[src/hdl/lpbb_pkg.sv]
`timescale 1ns / 1ps
// Shared types and codes for the layered pad backlight blinker.
// No dependencies; every other file in this folder imports it.
package lpbb_pkg;

    localparam logic [2:0] OP_SET_FRONT = 3'd0;
    localparam logic [2:0] OP_SET_BACK  = 3'd1;
    localparam logic [2:0] OP_START     = 3'd2;
    localparam logic [2:0] OP_STOP      = 3'd3;
    localparam logic [2:0] OP_CLEAR     = 3'd4;
    localparam logic [2:0] OP_TICK      = 3'd5;

    localparam logic [15:0] BLINK_PERIOD_RST = 16'd500;

    typedef struct packed {
        logic [2:0] kind;
        logic       turn_on;
        logic [7:0] level;
        logic [5:0] pad;
        logic       clr_front;
        logic       clr_back;
        logic       clr_blink;
    } op_t;

endpackage

[src/hdl/lpbb_front.sv]
`timescale 1ns / 1ps
// Front end: accepts input words, drops those that cause no work and
// classifies the rest into queue entries. Depends on lpbb_pkg.
module lpbb_front #(
    parameter int PADS = 48
) (
    input  logic            in_valid,
    output logic            in_stall,
    input  logic [2:0]      func,
    input  logic            turn_on,
    input  logic [7:0]      level,
    input  logic [5:0]      pad,
    input  logic            clear_front,
    input  logic            clear_back,
    input  logic            clear_blink,
    input  logic            q_full,
    output logic            q_push,
    output lpbb_pkg::op_t   q_entry
);
    import lpbb_pkg::*;

    logic pad_ok;
    logic keep;

    assign pad_ok = {1'b0, pad} < 7'(PADS);

    always_comb
    begin
        unique case (func) inside
            OP_SET_FRONT, OP_SET_BACK, OP_START, OP_STOP: keep = pad_ok;
            OP_CLEAR: keep = clear_front | clear_back | clear_blink;
            OP_TICK:  keep = 1'b1;
            default:  keep = 1'b0;
        endcase
    end

    assign in_stall = q_full;
    assign q_push   = in_valid & ~q_full & keep;

    always_comb
    begin
        q_entry.kind      = func;
        q_entry.turn_on   = turn_on;
        q_entry.level     = level;
        q_entry.pad       = pad;
        q_entry.clr_front = clear_front;
        q_entry.clr_back  = clear_back;
        q_entry.clr_blink = clear_blink;
    end

endmodule

[src/hdl/lpbb_queue.sv]
`timescale 1ns / 1ps
// Two-entry operation queue between front end and back end.
// Depends on lpbb_pkg for the entry type.
module lpbb_queue (
    input  logic            clk,
    input  logic            rst_n,
    input  logic            push,
    input  lpbb_pkg::op_t   push_entry,
    input  logic            pop,
    output lpbb_pkg::op_t   head,
    output logic            empty,
    output logic            full
);
    import lpbb_pkg::*;

    op_t        slot_reg [2];
    logic       wr_ptr_reg, wr_ptr_next;
    logic       rd_ptr_reg, rd_ptr_next;
    logic [1:0] count_reg, count_next;
    logic       do_push;
    logic       do_pop;

    assign empty   = count_reg == 2'd0;
    assign full    = count_reg == 2'd2;
    assign head    = slot_reg[rd_ptr_reg];
    assign do_push = push & ~full;
    assign do_pop  = pop & ~empty;

    always_comb
    begin
        wr_ptr_next = do_push ? ~wr_ptr_reg : wr_ptr_reg;
        rd_ptr_next = do_pop ? ~rd_ptr_reg : rd_ptr_reg;
        count_next  = count_reg;
        if (do_push && !do_pop)
        begin
            count_next = count_reg + 2'd1;
        end
        else if (do_pop && !do_push)
        begin
            count_next = count_reg - 2'd1;
        end
    end

    always_ff @(posedge clk or negedge rst_n)
    begin
        if (!rst_n)
        begin
            wr_ptr_reg <= 1'b0;
            rd_ptr_reg <= 1'b0;
            count_reg  <= 2'd0;
        end
        else
        begin
            wr_ptr_reg <= wr_ptr_next;
            rd_ptr_reg <= rd_ptr_next;
            count_reg  <= count_next;
        end
    end

    always_ff @(posedge clk)
    begin
        if (do_push)
        begin
            slot_reg[wr_ptr_reg] <= push_entry;
        end
    end

endmodule

[src/hdl/lpbb_back.sv]
`timescale 1ns / 1ps
// Back end: level memories, blink state and the pad walk sequencer that
// turns queued operations into LED command words. Depends on lpbb_pkg.
module lpbb_back #(
    parameter int PADS = 48
) (
    input  logic            clk,
    input  logic            rst_n,
    input  logic [15:0]     blink_period,
    input  lpbb_pkg::op_t   head,
    input  logic            q_empty,
    output logic            q_pop,
    output logic            out_valid,
    input  logic            out_stall,
    output logic [5:0]      led_index,
    output logic            led_on,
    output logic [7:0]      led_level,
    output logic            last
);
    import lpbb_pkg::*;

    localparam int PIDX_W = (PADS > 1) ? $clog2(PADS) : 1;
    localparam logic [PIDX_W-1:0] IDX_LAST = PIDX_W'(PADS - 1);

    localparam logic ST_IDLE = 1'b0;
    localparam logic ST_STEP = 1'b1;

    function automatic logic [8:0] layer_set(
        input logic       on,
        input logic [7:0] lvl,
        input logic [7:0] other
    );
        logic [8:0] res;
        if (on)
        begin
            res = {1'b1, (lvl > other) ? lvl : other};
        end
        else if (other != 8'd0)
        begin
            res = {1'b1, other};
        end
        else
        begin
            res = {1'b0, lvl};
        end
        return res;
    endfunction

    logic [7:0] front_mem [PADS];
    logic [7:0] back_mem  [PADS];
    logic [7:0] blink_mem [PADS];
    logic [7:0] front_rd_reg, back_rd_reg, blink_rd_reg;
    logic [PADS-1:0] front_nz_reg, back_nz_reg, blink_nz_reg;

    logic              state_reg, state_next;
    op_t               cur_reg, cur_next;
    logic [PIDX_W-1:0] idx_reg, idx_next;
    logic [7:0]        count_reg, count_next;
    logic              phase_reg, phase_next;
    logic [15:0]       elapsed_reg, elapsed_next;

    logic              out_valid_reg, out_valid_next;
    logic [5:0]        led_index_reg;
    logic              led_on_reg;
    logic [7:0]        led_level_reg;
    logic              last_reg;

    logic [PIDX_W-1:0] rd_addr, wr_addr, head_idx;
    logic              front_we, back_we, blink_we;
    logic [7:0]        front_wd, back_wd, blink_wd;

    logic [7:0]        f_val, b_val, k_val, other, b_clr, f_clr;
    logic [15:0]       elapsed_inc;
    logic [PADS-1:0]   above;
    logic              walk, emit, go, end_walk, is_last, out_free, load_out;
    logic [8:0]        cmd;

    assign head_idx    = head.pad[PIDX_W-1:0];
    assign f_val       = front_nz_reg[idx_reg] ? front_rd_reg : 8'd0;
    assign b_val       = back_nz_reg[idx_reg] ? back_rd_reg : 8'd0;
    assign k_val       = blink_nz_reg[idx_reg] ? blink_rd_reg : 8'd0;
    assign elapsed_inc = (elapsed_reg == 16'hFFFF) ? elapsed_reg : elapsed_reg + 16'd1;
    assign out_free    = ~out_valid_reg | ~out_stall;
    assign walk        = (cur_reg.kind == OP_CLEAR) | (cur_reg.kind == OP_TICK);
    assign end_walk    = ~walk | (idx_reg == IDX_LAST);
    assign b_clr       = cur_reg.clr_back ? 8'd0 : b_val;
    assign f_clr       = cur_reg.clr_front ? 8'd0 : f_val;

    always_comb
    begin
        for (int j = 0; j < PADS; j++)
        begin
            above[j] = j > int'(idx_reg);
        end
    end

    always_comb
    begin
        if (cur_reg.clr_blink)
        begin
            other = b_clr;
        end
        else if (cur_reg.clr_back)
        begin
            other = f_clr;
        end
        else
        begin
            other = b_val;
        end
    end

    always_comb
    begin
        state_next     = state_reg;
        cur_next       = cur_reg;
        idx_next       = idx_reg;
        count_next     = count_reg;
        phase_next     = phase_reg;
        elapsed_next   = elapsed_reg;
        q_pop          = 1'b0;
        rd_addr        = idx_reg;
        wr_addr        = idx_reg;
        front_we       = 1'b0;
        back_we        = 1'b0;
        blink_we       = 1'b0;
        front_wd       = 8'd0;
        back_wd        = 8'd0;
        blink_wd       = 8'd0;
        emit           = 1'b0;
        is_last        = 1'b1;
        cmd            = 9'd0;
        go             = 1'b0;
        load_out       = 1'b0;

        unique case (state_reg)
            ST_IDLE:
            begin
                cur_next = head;
                rd_addr  = ((head.kind == OP_CLEAR) || (head.kind == OP_TICK)) ?
                           '0 : head_idx;
                if (!q_empty)
                begin
                    q_pop = 1'b1;
                    unique case (head.kind) inside
                        OP_SET_FRONT, OP_SET_BACK, OP_STOP:
                        begin
                            idx_next   = head_idx;
                            state_next = ST_STEP;
                        end
                        OP_CLEAR:
                        begin
                            idx_next   = '0;
                            state_next = ST_STEP;
                        end
                        OP_START:
                        begin
                            wr_addr  = head_idx;
                            blink_we = 1'b1;
                            blink_wd = head.level;
                            if (count_reg != 8'hFF)
                            begin
                                count_next = count_reg + 8'd1;
                            end
                        end
                        OP_TICK:
                        begin
                            elapsed_next = elapsed_inc;
                            if ((count_reg != 8'd0) && (elapsed_inc > blink_period))
                            begin
                                elapsed_next = 16'd0;
                                phase_next   = ~phase_reg;
                                idx_next     = '0;
                                if (blink_nz_reg != '0)
                                begin
                                    state_next = ST_STEP;
                                end
                            end
                        end
                        default:
                        begin
                            q_pop = 1'b1;
                        end
                    endcase
                end
            end
            ST_STEP:
            begin
                unique case (cur_reg.kind)
                    OP_SET_FRONT:
                    begin
                        emit     = 1'b1;
                        cmd      = layer_set(cur_reg.turn_on, cur_reg.level, b_val);
                        front_we = 1'b1;
                        front_wd = cur_reg.turn_on ? cur_reg.level : 8'd0;
                    end
                    OP_SET_BACK:
                    begin
                        emit    = 1'b1;
                        cmd     = layer_set(cur_reg.turn_on, cur_reg.level, f_val);
                        back_we = 1'b1;
                        back_wd = cur_reg.turn_on ? cur_reg.level : 8'd0;
                    end
                    OP_STOP:
                    begin
                        emit     = 1'b1;
                        cmd      = layer_set(1'b0, 8'd0, b_val);
                        front_we = 1'b1;
                        blink_we = 1'b1;
                    end
                    OP_CLEAR:
                    begin
                        emit     = 1'b1;
                        cmd      = layer_set(1'b0, 8'd0, other);
                        is_last  = idx_reg == IDX_LAST;
                        front_we = cur_reg.clr_front | cur_reg.clr_blink;
                        back_we  = cur_reg.clr_back;
                        blink_we = cur_reg.clr_blink;
                    end
                    OP_TICK:
                    begin
                        emit     = blink_nz_reg[idx_reg];
                        cmd      = layer_set(phase_reg, k_val, b_val);
                        is_last  = (blink_nz_reg & above) == '0;
                        front_we = blink_nz_reg[idx_reg];
                        front_wd = phase_reg ? k_val : 8'd0;
                    end
                    default:
                    begin
                        emit = 1'b0;
                    end
                endcase

                go = ~emit | out_free;
                if (!go)
                begin
                    front_we = 1'b0;
                    back_we  = 1'b0;
                    blink_we = 1'b0;
                end
                else
                begin
                    load_out = emit;
                    if ((cur_reg.kind == OP_STOP) ||
                        ((cur_reg.kind == OP_CLEAR) && cur_reg.clr_blink))
                    begin
                        if (count_reg != 8'd0)
                        begin
                            count_next = count_reg - 8'd1;
                        end
                    end
                    if (end_walk)
                    begin
                        state_next = ST_IDLE;
                    end
                    else
                    begin
                        idx_next = idx_reg + PIDX_W'(1);
                        rd_addr  = idx_reg + PIDX_W'(1);
                    end
                end
            end
            default:
            begin
                state_next = ST_IDLE;
            end
        endcase

        out_valid_next = load_out | (out_valid_reg & out_stall);
    end

    always_ff @(posedge clk or negedge rst_n)
    begin
        if (!rst_n)
        begin
            state_reg     <= ST_IDLE;
            idx_reg       <= '0;
            count_reg     <= 8'd0;
            phase_reg     <= 1'b0;
            elapsed_reg   <= 16'd0;
            out_valid_reg <= 1'b0;
            front_nz_reg  <= '0;
            back_nz_reg   <= '0;
            blink_nz_reg  <= '0;
        end
        else
        begin
            state_reg     <= state_next;
            idx_reg       <= idx_next;
            count_reg     <= count_next;
            phase_reg     <= phase_next;
            elapsed_reg   <= elapsed_next;
            out_valid_reg <= out_valid_next;
            if (front_we)
            begin
                front_nz_reg[wr_addr] <= front_wd != 8'd0;
            end
            if (back_we)
            begin
                back_nz_reg[wr_addr] <= back_wd != 8'd0;
            end
            if (blink_we)
            begin
                blink_nz_reg[wr_addr] <= blink_wd != 8'd0;
            end
        end
    end

    always_ff @(posedge clk)
    begin
        cur_reg <= cur_next;
        if (load_out)
        begin
            led_index_reg <= 6'(idx_reg);
            led_on_reg    <= cmd[8];
            led_level_reg <= cmd[7:0];
            last_reg      <= is_last;
        end
    end

    always_ff @(posedge clk)
    begin
        if (front_we)
        begin
            front_mem[wr_addr] <= front_wd;
        end
        if (back_we)
        begin
            back_mem[wr_addr] <= back_wd;
        end
        if (blink_we)
        begin
            blink_mem[wr_addr] <= blink_wd;
        end
        front_rd_reg <= front_mem[rd_addr];
        back_rd_reg  <= back_mem[rd_addr];
        blink_rd_reg <= blink_mem[rd_addr];
    end

    assign out_valid = out_valid_reg;
    assign led_index = led_index_reg;
    assign led_on    = led_on_reg;
    assign led_level = led_level_reg;
    assign last      = last_reg;

endmodule

[src/hdl/layered_pad_backlight_blinker.sv]
`timescale 1ns / 1ps
// Top level of the layered pad backlight blinker: blink period register,
// front end, operation queue and back end. Depends on lpbb_pkg.
//
// Input channel (in_valid / in_stall) takes one operation word: set front or
// back layer, start or stop blink, clear, or tick. Output channel
// (out_valid / out_stall) gives LED command words; last marks the final
// command caused by one operation.
// blink_period is written via blink_period_we / blink_period_wdata; the user
// must write it only while the block is idle, which the block itself does not
// enforce. It resets to 500. A set or stop passes the back end's pop state,
// with the level read, then its level update state that registers the word.
// A start and a tick without a toggle are handled in the pop state alone.
// A clear or a toggling tick walks the pads, one pad per cycle while the
// output is not stalled, through the single read port of each level memory.
// A two-entry queue lets the front end accept words while the back end
// walks; in_stall rises only when that queue is full.
// When out_stall is high while out_valid is high, the output word holds and
// the walk pauses on the pad whose command is pending.
// Reset clears all levels, the blink count, phase and tick counter at once;
// no clearing pass is needed.
module layered_pad_backlight_blinker #(
    parameter int PADS = 48
) (
    input  logic        clk,
    input  logic        rst_n,
    input  logic        blink_period_we,
    input  logic [15:0] blink_period_wdata,
    input  logic        in_valid,
    output logic        in_stall,
    input  logic [2:0]  func,
    input  logic        turn_on,
    input  logic [7:0]  level,
    input  logic [5:0]  pad,
    input  logic        clear_front,
    input  logic        clear_back,
    input  logic        clear_blink,
    output logic        out_valid,
    input  logic        out_stall,
    output logic [5:0]  led_index,
    output logic        led_on,
    output logic [7:0]  led_level,
    output logic        last
);
    import lpbb_pkg::*;

    logic [15:0] blink_period_reg;
    op_t         q_entry;
    op_t         q_head;
    logic        q_push, q_pop, q_empty, q_full;

    always_ff @(posedge clk or negedge rst_n)
    begin
        if (!rst_n)
        begin
            blink_period_reg <= BLINK_PERIOD_RST;
        end
        else if (blink_period_we)
        begin
            blink_period_reg <= blink_period_wdata;
        end
    end

    lpbb_front #(
        .PADS (PADS)
    ) u_front (
        .in_valid    (in_valid),
        .in_stall    (in_stall),
        .func        (func),
        .turn_on     (turn_on),
        .level       (level),
        .pad         (pad),
        .clear_front (clear_front),
        .clear_back  (clear_back),
        .clear_blink (clear_blink),
        .q_full      (q_full),
        .q_push      (q_push),
        .q_entry     (q_entry)
    );

    lpbb_queue u_queue (
        .clk        (clk),
        .rst_n      (rst_n),
        .push       (q_push),
        .push_entry (q_entry),
        .pop        (q_pop),
        .head       (q_head),
        .empty      (q_empty),
        .full       (q_full)
    );

    lpbb_back #(
        .PADS (PADS)
    ) u_back (
        .clk          (clk),
        .rst_n        (rst_n),
        .blink_period (blink_period_reg),
        .head         (q_head),
        .q_empty      (q_empty),
        .q_pop        (q_pop),
        .out_valid    (out_valid),
        .out_stall    (out_stall),
        .led_index    (led_index),
        .led_on       (led_on),
        .led_level    (led_level),
        .last         (last)
    );

endmodule
[config.mk]
export PLATFORM = sky130hd
export DESIGN_NAME = layered_pad_backlight_blinker
export DESIGN_NICKNAME = d
export VERILOG_FILES = /design/src/hdl/lpbb_pkg.sv /design/src/hdl/lpbb_front.sv /design/src/hdl/lpbb_queue.sv /design/src/hdl/lpbb_back.sv /design/src/hdl/layered_pad_backlight_blinker.sv
export SDC_FILE = /design/constraint.sdc
export NUM_CORES = 2
export LEC_CHECK = 0
export BUFFER_PORTS_ARGS = -buffer_cell sky130_fd_sc_hd__buf_2
export CORE_UTILIZATION = 45
export CTS_BUF_LIST = sky130_fd_sc_hd__clkbuf_4 sky130_fd_sc_hd__clkbuf_8
export CTS_CLUSTER_SIZE = 24
export DETAILED_ROUTE_END_ITERATION = 6
export MAX_ROUTING_LAYER = met4
export SYNTH_ARGS = -nofsm -noshare
export SYNTH_HDL_FRONTEND = slang
export SYNTH_HIERARCHICAL = 1
export SYNTH_SLANG_ARGS = --single-unit
[constraint.sdc]
create_clock -name clk -period 4.6 [get_ports clk]
set_input_delay 0.69 -clock clk [delete_from_list [all_inputs] [get_ports clk]]
set_output_delay 0.69 -clock clk [all_outputs]
set_load 0.005 [all_outputs]
==> qor.txt <==
SYNTHESIS
---------------------------------------------------------------------------
Mean instance size in the synthesized netlist                      13.2 um2
Net Count, Synth                                                      4,753
Synth async-reset ratio                                               13.6%
Seq cells post-synth                                                  1,446
Top cell type's share of synthesized area                             59.6%
Cell taking the most area after synthesis                          edfxtp_1
Most area-consuming cells after synthesis                      edfxtp_1 60%, dfrtp_1 7.7%, nand2_1 4.0%, mux2i_1 3.7%, nand3_1 3.2%
Count of synthesis-stage warnings from yosys                              6
Number of enable flip-flop cells after synthesis                      1,225
Commonest cells in the netlist                                 1,225 x edfxtp_1, 651 x nand2_1, 397 x nand3_1
Synth Cell Area                                                  0.0617 mm2
Share of the yosys chip area belonging to registers                   68.4%
Main synth FF type                                                 edfxtp_1
Cells after Synth                                                     4,659
Count leader, synth                                                edfxtp_1
Number of unique standard cell types used by synthesis                   88

GLOBAL ROUTE
---------------------------------------------------------------------------
M3 GR Usage                                                           4.58%
Vias in the first global route                                       40,600
Busiest layer in global routing                                        met2
Met1 capacity usage during global routing                             37.3%
Aggregate global routing overflow                                         0
Met2 usage in global routing                                          43.1%
Combined global-route utilization of all metal layers                 28.0%
Antenna violations before repair                                          5
First-pass GRT wire length                                       274,000 um
Maximum number of pins on one net before global-route repair             90

POWER AND IR DROP
---------------------------------------------------------------------------
Clk network pwr share                                                 23.9%
Net switching power                                               19,800 uW
Switching share of power                                              40.6%
Comb power frac                                                       42.7%
Internal portion of total power                                   28,900 uW
Static leakage power                                              0.0274 uW
Part of the power in registers                                        33.4%
Power density over cell area                                     678 mW/mm2
Max IR drop VDD                                                    0.494 mV

CLOCK NETWORK
---------------------------------------------------------------------------
Clock Latency Late Sink                                             1000 ps
Number of clock sinks                                                 1,446
TritonCTS clock tree                                                  built
Clock buffers created by TritonCTS                                      234
Number of H-tree levels                                                   4
Clk pin slew, worst setup/hold paths                                  60 ps
Maximum buffer depth of the clock tree                                    3
Cell at the root of the clock tree                                 clkbuf_8

SETUP PATH
---------------------------------------------------------------------------
Highest-delay cell along the critical path                           mux4_2
Number of cells on the critical path                                     14
Kind of launch point of the worst setup path                      flip-flop
Required time reported for the critical path endpoint               5520 ps
Worst R2R Path Depth                                                     14
Type of the worst setup path                                        reg2reg
Arrival time reported for the critical path endpoint                5530 ps
Worst Setup End Kind                                              flip-flop
CP top delay family                                            compound AO/OA/AOI/OAI gates
Cell-by-cell listing of the critical path                      buf_12 > mux4_2 > mux2_2 > nand2_1 > nand4_1 > a31oi_2 > buf_4 > a31o_4 > buf_12 > nor2_2 > buf_4 > a32o_1 > o31ai_1 > and4_1
Sum of buffers and inverters on the critical path                         4
Max FO, Critical Path                                                    71
Delay of the slowest critical-path stage                             520 ps

STA
---------------------------------------------------------------------------
Worst-margin pin slew                                               1170 ps
Worst-case setup margin in the final layout                        -12.7 ps
Final hold vios                                                           0
Total negative slack                                               -12.7 ps
Time the worst path needs with I/O delays and setup                 4610 ps
Number of setup violations in the final report                            1
Worst clock skew                                                    81.1 ps
Pins Over Slew Limit                                                      0
Unrepaired setup endpoints after global routing                        true
Ratio of final minimum period to clock period                          100%
Highest attainable clock frequency                                  217 MHz
Slew margin rel.                                                      21.6%

DETAILED ROUTING
---------------------------------------------------------------------------
Post-detailed-routing wire length                                189,000 um
Average wire length per cell after detail routing                   26.8 um
Via count                                                            41,600
Remaining DRCs                                                            0
Detailed-router iteration count before antenna repair                     6
Iteration-0 DRC count of the detailed router                          4,667
DR vias/cell                                                           5.92
Detail Route Antenna Nets                                                 0

PLACED DESIGN
---------------------------------------------------------------------------
Number of buffers added on ports                                         59
RePlAce Congestion                                                    0.996
Detailed placer's ending HPWL                                    124,000 um
Placed Instances                                                      6,549

DIE
---------------------------------------------------------------------------
Floorplan die width                                                  372 um
Starting density of the core                                          45.4%
Standard-cell row count                                                 135
Die extent in y                                                      372 um
Total I/O pin count                                                      60
Core region area                                                  0.136 mm2
Die outline area                                                  0.139 mm2

CELLS AND AREA
---------------------------------------------------------------------------
Nets                                                                  5,136
Filler-free cell count of the finished design                         7,031
Share of post-route cells with drive strength above 1                 20.7%
Layout overhead on the synthesized area                               16.5%
Leading registers by flop count                                u_back/back_mem: 384 flops, u_back/blink_mem: 384 flops, u_back/front_mem: 384 flops

OUTCOME
---------------------------------------------------------------------------
Run status                                                     finished, violations left
Violated checks                                                setup timing

RUN
---------------------------------------------------------------------------
MaxCap Viol Count                                                         0

WORST HOLD PATH
---------------------------------------------------------------------------
Kind of path behind the tightest hold check                          in2reg
Cells on Worst Hold Path                                                  3

[what timing repair did]
action | in CTS | in global routing
hold buffers | 38 | 0
setup buffers | 0 | 0
resized for setup | 9 | 37
endpoints found under the hold margin | 137 | 0
setup endpoints to repair | 6 | 33
[cells by family (layout without fill, tap and decap cells)]
family,count (synthesis),after routing,synth area share [%]
and+or+nand+nor,1749,1749,13.2
DFF,1446,1446,68.4
AOI/OAI and AO/OA,640,640,7.14
buffers and inverters,382,970,2.80
muxes,364,364,6.99
adders and majority gates,52,52,1.07
xor gates and xnor gates,26,26,0.369
other,0,3,0
[final timing paths]
path | startpoint | endpoint | slack [ps]
max | u_back/idx_reg[0] | u_back/blink_rd_reg[6] | -10
max in group asynchronous | rst_n | u_back/blink_nz_reg[29] | 3260
max reg2reg | u_back/idx_reg[0] | u_back/blink_rd_reg[6] | -10
min reg2reg | u_back/front_nz_reg[26] | u_back/front_nz_reg[26] | 480
min | out_stall | u_back/out_valid | 130
min in group asynchronous | rst_n | blink_period_reg[3] | 280
[power groups by stage]
stage | Sequential, uW | Combinational, uW | Clock (uW)
after floorplan | 15900 | 12200 | 0
after global placement | 16500 | 20100 | 0
after detailed placement | 16500 | 20200 | 0
after CTS | 16200 | 20400 | 11800
after global routing | 16300 | 22000 | 12400
final | 16300 | 20800 | 11600
[final cells by class]
class	count	area [um2]
Fill cell	11500	63900
Sequential cell	1446	42200
Multi-Input combinational cell	2831	18200
Clock buffer	367	4420
Timing Repair Buffer	476	3990
Tap cell	1781	2230
Clock inverter	74	596
Inverter	53	199
Antenna cell	3	7.51
[cells in the final DEF, fill, tap and decap left out, types with 35 or more instances in the layout]
master	instances
inv_1	48
buf_2	58
mux2i_1	229
a211oi_1	45
dlygate4sd3_1	38
clkinv_1	35
a31oi_1	153
edfxtp_1	1225
dfrtp_1	188
nor2_1	298
buf_12	35
ha_1	51
nand4_1	70
clkbuf_4	101
mux2_2	62
clkbuf_8	266
and3_1	108
o22ai_1	64
o21ai_0	53
buf_4	340
nor4_1	48
a21oi_1	93
nand2_1	648
nand3_1	397
[metal layers]
metal  part of all wire, %  vias up
li1                      -    18500
met1                    42    21000
met2                    47     1741
met3                   7.1      325
met4                   3.5        0
met5                     0        -
[per-stage QoR]
| step | power (uW) | setup WS [ps] | hold WS, ps | instance area (um2) | utilization, % |
|---|---|---|---|---|---|
| final | 48700 | -12.7 | 131 | 71900 | 52.9 |
| after global routing | 50700 | -96.9 | 111 | 71900 | 52.9 |
| after CTS | 48500 | 12.2 | 46.5 | 71700 | 52.8 |
| after detailed placement | 36700 | -171 | 472 | 66300 | 48.8 |
| after global placement | 36600 | -123 | 466 | 66300 | 48.8 |
| after floorplan | 28100 | 24.0 | 394 | 61700 | - |
[worst register-to-register path: cells and delay by family, from the launching register on]
| kind | cells | cell delay, ps |
|---|---|---|
| AO/OA/AOI/OAI | 4 | 1520 |
| buffers and inverters | 4 | 1090 |
| flip-flops | 1 | 470 |
| multiplexers | 2 | 810 |
| AND/OR/NAND/NOR | 4 | 660 |
(Power assumes the default switching activity.)
